File: config.mk
export PLATFORM = sky130hd
export DESIGN_NAME = minimizer_window_owner_core
export DESIGN_NICKNAME = d
export VERILOG_FILES = /design/src/sv/mwo_pkg.sv /design/src/sv/mwo_window.sv /design/src/sv/mwo_divider.sv /design/src/sv/minimizer_window_owner_core.sv
export SDC_FILE = /design/constraint.sdc
export NUM_CORES = 2
export LEC_CHECK = 0
export ABC_AREA = 1
export CORE_ASPECT_RATIO = 0.7
export CORE_MARGIN = 5
export CORE_UTILIZATION = 63
export CTS_BUF_LIST = sky130_fd_sc_hd__clkbuf_16
export DETAILED_ROUTE_END_ITERATION = 16
export DONT_BUFFER_PORTS = 1
export PLACE_DENSITY_LB_ADDON = 0.25
export SLEW_MARGIN = 25
export SYNTH_ARGS = -nofsm -noshare
export SYNTH_HDL_FRONTEND = slang
export SYNTH_SLANG_ARGS = --single-unit
File: constraint.sdc
create_clock -name clk -period 2.5 [get_ports clk]
set_input_delay 0.25 -clock clk [delete_from_list [all_inputs] [get_ports clk]]
set_output_delay 0.25 -clock clk [all_outputs]
set_load 0.005 [all_outputs]
File: src/sv/mwo_pkg.sv
package mwo_pkg;

    localparam int KMER_LEN = 31;
    localparam int MMER_LEN = 15;
    localparam int WIN = (KMER_LEN > MMER_LEN) ? (KMER_LEN - MMER_LEN + 1) : 1;

    localparam int HASH_W = 64;
    localparam int OWNER_W = 16;
    localparam int FILL_W = 6;
    localparam int REM_W = OWNER_W + 1;

    localparam int CNT_MAX = (WIN > HASH_W) ? WIN : HASH_W;
    localparam int CNT_W = $clog2(CNT_MAX + 1);

    localparam logic [FILL_W-1:0] FILL_FULL = FILL_W'(WIN - 1);
    localparam logic [CNT_W-1:0] SCAN_LAST = CNT_W'(WIN - 1);
    localparam logic [CNT_W-1:0] DIV_LAST = CNT_W'(HASH_W - 1);
    localparam logic [OWNER_W-1:0] OWNER_COUNT_RESET = OWNER_W'(1);

    typedef enum logic [2:0] {
        ST_IDLE,
        ST_SCAN,
        ST_LOAD,
        ST_DIV,
        ST_HOLD
    } state_t;

    typedef struct packed {
        logic load;
        logic scan;
        logic first;
    } win_ctrl_t;

    typedef struct packed {
        logic load;
        logic step;
    } div_ctrl_t;

endpackage

File: src/sv/mwo_window.sv
module mwo_window (
    input  logic                         clk,
    input  logic                         rst_n,
    input  mwo_pkg::win_ctrl_t           ctrl,
    input  logic [mwo_pkg::HASH_W-1:0]   hash,
    output logic [mwo_pkg::HASH_W-1:0]   min_hash
);

    logic [mwo_pkg::HASH_W-1:0] win_reg [mwo_pkg::WIN];
    logic [mwo_pkg::HASH_W-1:0] win_next [mwo_pkg::WIN];
    logic [mwo_pkg::HASH_W-1:0] min_reg;
    logic [mwo_pkg::HASH_W-1:0] min_next;
    logic [mwo_pkg::HASH_W-1:0] tail;

    assign tail = win_reg[mwo_pkg::WIN-1];

    // During a scan the window rotates once per cycle, so the oldest entry
    // passes the comparator and all entries are back in place after the pass.
    always_comb
    begin
        for (int i = 0; i < mwo_pkg::WIN; i++)
        begin
            win_next[i] = win_reg[i];
        end
        if (ctrl.load || ctrl.scan)
        begin
            win_next[0] = ctrl.load ? hash : tail;
            for (int i = 1; i < mwo_pkg::WIN; i++)
            begin
                win_next[i] = win_reg[i-1];
            end
        end
    end

    always_comb
    begin
        min_next = min_reg;
        if (ctrl.scan)
        begin
            if (ctrl.first || (tail < min_reg))
            begin
                min_next = tail;
            end
        end
    end

    always_ff @(posedge clk or negedge rst_n)
    begin
        if (!rst_n)
        begin
            for (int i = 0; i < mwo_pkg::WIN; i++)
            begin
                win_reg[i] <= '0;
            end
            min_reg <= '0;
        end
        else
        begin
            for (int i = 0; i < mwo_pkg::WIN; i++)
            begin
                win_reg[i] <= win_next[i];
            end
            min_reg <= min_next;
        end
    end

    assign min_hash = min_reg;

endmodule

File: src/sv/mwo_divider.sv
module mwo_divider (
    input  logic                          clk,
    input  logic                          rst_n,
    input  mwo_pkg::div_ctrl_t            ctrl,
    input  logic [mwo_pkg::HASH_W-1:0]    dividend,
    input  logic [mwo_pkg::OWNER_W-1:0]   divisor,
    output logic [mwo_pkg::OWNER_W-1:0]   remainder
);

    logic [mwo_pkg::REM_W-1:0]   rem_reg;
    logic [mwo_pkg::REM_W-1:0]   rem_next;
    logic [mwo_pkg::HASH_W-1:0]  dvd_reg;
    logic [mwo_pkg::HASH_W-1:0]  dvd_next;
    logic [mwo_pkg::OWNER_W-1:0] dsr_reg;
    logic [mwo_pkg::OWNER_W-1:0] dsr_next;
    logic [mwo_pkg::REM_W-1:0]   trial;

    // Restoring division, one dividend bit per step. A zero divisor never
    // subtracts anything, so the low bits of the dividend remain.
    assign trial = {rem_reg[mwo_pkg::OWNER_W-1:0], dvd_reg[mwo_pkg::HASH_W-1]};

    always_comb
    begin
        rem_next = rem_reg;
        dvd_next = dvd_reg;
        dsr_next = dsr_reg;
        if (ctrl.load)
        begin
            rem_next = '0;
            dvd_next = dividend;
            dsr_next = divisor;
        end
        else if (ctrl.step)
        begin
            if (trial >= {1'b0, dsr_reg})
            begin
                rem_next = trial - {1'b0, dsr_reg};
            end
            else
            begin
                rem_next = trial;
            end
            dvd_next = {dvd_reg[mwo_pkg::HASH_W-2:0], 1'b0};
        end
    end

    always_ff @(posedge clk or negedge rst_n)
    begin
        if (!rst_n)
        begin
            rem_reg <= '0;
            dvd_reg <= '0;
            dsr_reg <= '0;
        end
        else
        begin
            rem_reg <= rem_next;
            dvd_reg <= dvd_next;
            dsr_reg <= dsr_next;
        end
    end

    assign remainder = rem_reg[mwo_pkg::OWNER_W-1:0];

endmodule

File: src/sv/minimizer_window_owner_core.sv
// Minimizer owner: each request carries one m-mer hash and a read start flag.
// The first KMER_LEN-MMER_LEN hashes of a read only fill the window and are
// accepted without leaving idle, with no result. For every later request the
// rotating window (WIN = KMER_LEN-MMER_LEN+1 entries) passes one entry a cycle
// through the single 64-bit comparator; then the divider is loaded and the
// bit-serial remainder by owner_count is formed, after which the owner is held
// until taken. No new request is accepted while one is in progress or its
// result waits. An owner_count of zero returns the low 16 bits of the minimum
// hash. Write owner_count only while the block is idle.
module minimizer_window_owner_core (
    input  logic                          clk,
    input  logic                          rst_n,
    input  logic                          cfg_wr_en,
    input  logic [mwo_pkg::OWNER_W-1:0]   cfg_wr_data,
    input  logic                          in_valid,
    output logic                          in_stall,
    input  logic [mwo_pkg::HASH_W-1:0]    mmer_hash,
    input  logic                          read_start,
    output logic                          out_valid,
    input  logic                          out_stall,
    output logic [mwo_pkg::OWNER_W-1:0]   owner
);

    mwo_pkg::state_t             state_reg;
    mwo_pkg::state_t             state_next;
    logic [mwo_pkg::CNT_W-1:0]   cnt_reg;
    logic [mwo_pkg::CNT_W-1:0]   cnt_next;
    logic [mwo_pkg::FILL_W-1:0]  fill_reg;
    logic [mwo_pkg::FILL_W-1:0]  fill_next;
    logic [mwo_pkg::FILL_W-1:0]  fill_base;
    logic [mwo_pkg::OWNER_W-1:0] owner_count_reg;
    logic [mwo_pkg::HASH_W-1:0]  min_hash;
    logic                        accept;
    logic                        filling;
    mwo_pkg::win_ctrl_t          win_ctrl;
    mwo_pkg::div_ctrl_t          div_ctrl;

    assign accept = in_valid && !in_stall;
    assign fill_base = read_start ? '0 : fill_reg;
    assign filling = fill_base < mwo_pkg::FILL_FULL;

    always_comb
    begin
        state_next = state_reg;
        case (state_reg)
            mwo_pkg::ST_IDLE:
            begin
                if (accept && !filling)
                begin
                    state_next = mwo_pkg::ST_SCAN;
                end
            end
            mwo_pkg::ST_SCAN:
            begin
                if (cnt_reg == mwo_pkg::SCAN_LAST)
                begin
                    state_next = mwo_pkg::ST_LOAD;
                end
            end
            mwo_pkg::ST_LOAD:
            begin
                state_next = mwo_pkg::ST_DIV;
            end
            mwo_pkg::ST_DIV:
            begin
                if (cnt_reg == mwo_pkg::DIV_LAST)
                begin
                    state_next = mwo_pkg::ST_HOLD;
                end
            end
            mwo_pkg::ST_HOLD:
            begin
                if (!out_stall)
                begin
                    state_next = mwo_pkg::ST_IDLE;
                end
            end
            default:
            begin
                state_next = mwo_pkg::ST_IDLE;
            end
        endcase
    end

    always_comb
    begin
        in_stall = 1'b1;
        out_valid = 1'b0;
        win_ctrl = '0;
        div_ctrl = '0;
        cnt_next = '0;
        fill_next = fill_reg;
        case (state_reg)
            mwo_pkg::ST_IDLE:
            begin
                in_stall = 1'b0;
                if (accept)
                begin
                    win_ctrl.load = 1'b1;
                    fill_next = filling ? fill_base + 1'b1 : fill_base;
                end
            end
            mwo_pkg::ST_SCAN:
            begin
                win_ctrl.scan = 1'b1;
                win_ctrl.first = (cnt_reg == '0);
                cnt_next = cnt_reg + 1'b1;
            end
            mwo_pkg::ST_LOAD:
            begin
                div_ctrl.load = 1'b1;
            end
            mwo_pkg::ST_DIV:
            begin
                div_ctrl.step = 1'b1;
                cnt_next = cnt_reg + 1'b1;
            end
            mwo_pkg::ST_HOLD:
            begin
                out_valid = 1'b1;
            end
            default:
            begin
                in_stall = 1'b1;
            end
        endcase
    end

    always_ff @(posedge clk or negedge rst_n)
    begin
        if (!rst_n)
        begin
            state_reg <= mwo_pkg::ST_IDLE;
            cnt_reg <= '0;
            fill_reg <= '0;
            owner_count_reg <= mwo_pkg::OWNER_COUNT_RESET;
        end
        else
        begin
            state_reg <= state_next;
            cnt_reg <= cnt_next;
            fill_reg <= fill_next;
            if (cfg_wr_en)
            begin
                owner_count_reg <= cfg_wr_data;
            end
        end
    end

    mwo_window u_window (
        .clk      (clk),
        .rst_n    (rst_n),
        .ctrl     (win_ctrl),
        .hash     (mmer_hash),
        .min_hash (min_hash)
    );

    mwo_divider u_divider (
        .clk       (clk),
        .rst_n     (rst_n),
        .ctrl      (div_ctrl),
        .dividend  (min_hash),
        .divisor   (owner_count_reg),
        .remainder (owner)
    );

endmodule

==> results.txt <==
outcome -> finished with violations
failing checks -> negative hold slack
Synth Area in Simple Gates -> 12.6%
CP startpoint -> u_window.tail[47]
H-tree Lvls -> 3
kind of critical path -> reg2reg
crit-path max FO -> 16
skew final -> 0.0185 ns
design area -> 57200 µm²
Hold Fails Final Rpt -> 459
Core ar. -> 80200 µm²
TritonCTS buffer count -> 116
maximum clock path buffer count -> 3
WL/cell -> 16.0 µm
Layout Utilization -> 71.3%
Die Area -> 86400 µm²
Synth Area in Compound Gates -> 13.1%
IO Count -> 104
worst hold slack -> -0.748 ns
max_slew headroom -> 37.1%
commonest non-fill, non-tap cell in the layout -> dfrtp_1
yosys warns -> 0
pwr dens -> 692 nW/µm²
Largest register FFs -> 1024
first-pass GRT wire length -> 171000 µm
vias in the first global route -> 33973
Critical R2R Launch -> u_window.tail[47]
Initial DRC Count -> 3002
Cell Area, Synth -> 50800 µm²
final cell count without fillers -> 6502
CP max-delay cell -> dfrtp_1
Worst EP required -> 3.13 ns
Die Y -> 247 µm
Vias -> 34754
clock insertion delay at the later pin of the skew report -> 0.69 ns
die width -> 349 µm
total negative slack -> 0 ns
Register Area -> 32000 µm²
# clock sinks -> 1280
commonest cells after routing, fill and taps aside -> dfrtp_1 (1279), nand2_1 (982), inv_1 (696)
Post-Place Worst Slack -> 0.128 ns
Crit. End Element -> flop
TritonCTS clock tree -> built
vias per cell -> 5.35
Final nets -> 5501
flops & latches, synth -> 1280
Synth Area per Inst -> 9.58 µm²
Critical Path AT -> 3.07 ns
CP top delay family -> simple AND/OR/NAND/NOR gates
clock-pin slew on the worst setup and hold paths -> 0.07 ns
CP Launch Type -> flop
Comb pwr share -> 1.4%
post-synth cell types -> 38
Psw -> 8.26 mW
share of cells above drive strength 1 -> 6.90%
clock network power share -> 46.2%
Adder-Cell Fraction of Synth Area -> 2.06%
Syn Inst Count -> 5300
post-DP HPWL -> 61500 µm
input/output buffers -> 0
sequential share of power -> 52.4%
TritonRoute pass-1 iters -> 6
IR drop worst, VDD -> 606 µV
Max Freq -> 410 MHz
Worst path most repeated cell -> nand2_1
antenna violations before repair -> 1
Max Cap Violations -> 0
Final WS setup -> 0.0614 ns
row cnt -> 87
clock root cell -> clkbuf_16
crit-path cells -> ha_1 -> nand2_1 -> nor2_2 -> nand4_1 -> nor2_2 -> nand2_1 -> o21ai_0 -> nor2_2 -> nand2_2 -> nand2_4 -> nand2_8 -> buf_12 -> nand2_1 -> nand2_1
Synthesized Nets -> 5469
placed standard-cell area -> 52000 µm²
largest net degree at the start of global routing -> 1281
switching part of the total power -> 20.9%
crit path buf inv count -> 1
area delta synth->final -> 12.8%
largest family of logic cells by synthesized area -> compound AO/OA/AOI/OAI gates
Final min period -> 2.44 ns
Initial Util -> 63.3%
GRT Total Usage -> 23.9%
Routed WL -> 104000 µm
Lkg Pwr -> 24.7 nW
multiplexer share of the synthesized area -> 0.932%
Int Power -> 31.3 mW
area of the multi-input gates -> 14800 µm²
crit-path max cell delay -> 0.41 ns
Final Power -> 39.6 mW
min-delay worst type -> in2async
Final Max Slew Viols -> 0
setup violators final -> 0
cts hold-fix bufs -> 84
GRT overflow -> 0
antenna viol nets, final -> 0
Final GP Congestion -> 0.908
Final Cycle Share -> 97.5%
xor-xnor portion of the synthesized cell area -> 0.259%
post-placement cell count -> 6181
drt drc -> 0
sequential area share after synthesis -> 63.1%
actual slew at the worst max-slew pin -> 0.944 ns
filler cell count -> 5537
[final cells by class]
class / count / area share, %
sequential: 1280 / 56.0
multi-input combinational: 3040 / 25.9
clock buffer: 118 / 5.16
timing repair buffer: 212 / 4.48
inverter: 682 / 4.48
tap: 1068 / 2.33
clock inverter: 101 / 1.69
antenna: 1 / 0.00437
[power groups by stage]
| stage | Clock [mW] | Sequential (mW) | Combinational (mW) |
|---|---|---|---|
| 4_1_cts | 18.5 | 20.8 | 0.156 |
| 5_1_grt | 19.5 | 20.7 | 0.653 |
| 3_5_place_dp | 0 | 21.1 | 0.0411 |
| 3_3_place_gp | 0 | 21.1 | 0.0381 |
| 6_report | 18.3 | 20.8 | 0.564 |
| 2_1_floorplan | 0 | 21.1 | 0.0383 |
[Yosys cell counts (all sizes together)]
master / instances / area, µm²
a21o: 1 / 7.51
a21oi: 538 / 2690
a31oi: 1 / 6.26
buf: 212 / 1150
clkbuf: 86 / 323
dfrtp: 1279 / 32000
dfstp: 1 / 26.3
fa: 1 / 20.0
ha: 82 / 1030
inv: 682 / 2560
mux2: 42 / 473
nand2: 988 / 3710
nand3: 107 / 536
nand3b: 1 / 7.51
nand4: 7 / 43.8
nor2: 538 / 2020
nor3: 13 / 70.1
nor3b: 1 / 7.51
nor4: 1 / 6.26
o2111ai: 1 / 8.76
o211ai: 91 / 683
o21a: 3 / 22.5
o21ai: 562 / 2810
o21bai: 1 / 7.51
o221ai: 40 / 350
o22ai: 4 / 25.0
o41ai: 1 / 8.76
or2: 1 / 6.26
xnor2: 7 / 61.3
xor2: 8 / 70.1
[final timing paths]
kind / end / slack (ns) / cells after the start
worst max-delay path: u_window.min_hash[7] / 0.06 / 14
worst min-delay path: u_window.win_reg[697] / -0.75 / 0
worst max register to register: u_window.min_hash[7] / 0.06 / 14
worst min register to register: u_window.min_hash[2] / 0.47 / 2
max in group asynchronous: u_window.win_reg[973] / 0.61 / 5
min in group clk: u_window.win_reg[1025] / 0.13 / 5
[what timing repair did]
item                                   4_1_cts  5_1_grt
setup endpoints to repair                    0      421
endpoints found under the hold margin     1369      459
gates resized for setup                      0       21
setup buffers                                0        1
[routing by layer]
layer / GRT usage [%] / wire length [µm] / vias up
li1: - / - / 16935
met1: 34.2 / 46700 / 16876
met2: 39.2 / 50100 / 750
met3: 3.23 / 4590 / 193
met4: 6.91 / 2790 / 0
met5: 0 / 0 / -
[kinds of logic after synthesis]
logic type               Yosys count
multiplexers                      42
adder cells (fa/ha/maj)           83
AO/OA/AOI/OAI                   1243
XOR/XNOR                          15
AND/OR/NAND/NOR                 1657
buffers and inverters            980
flip-flops                      1280
(Power assumes the default switching activity.)
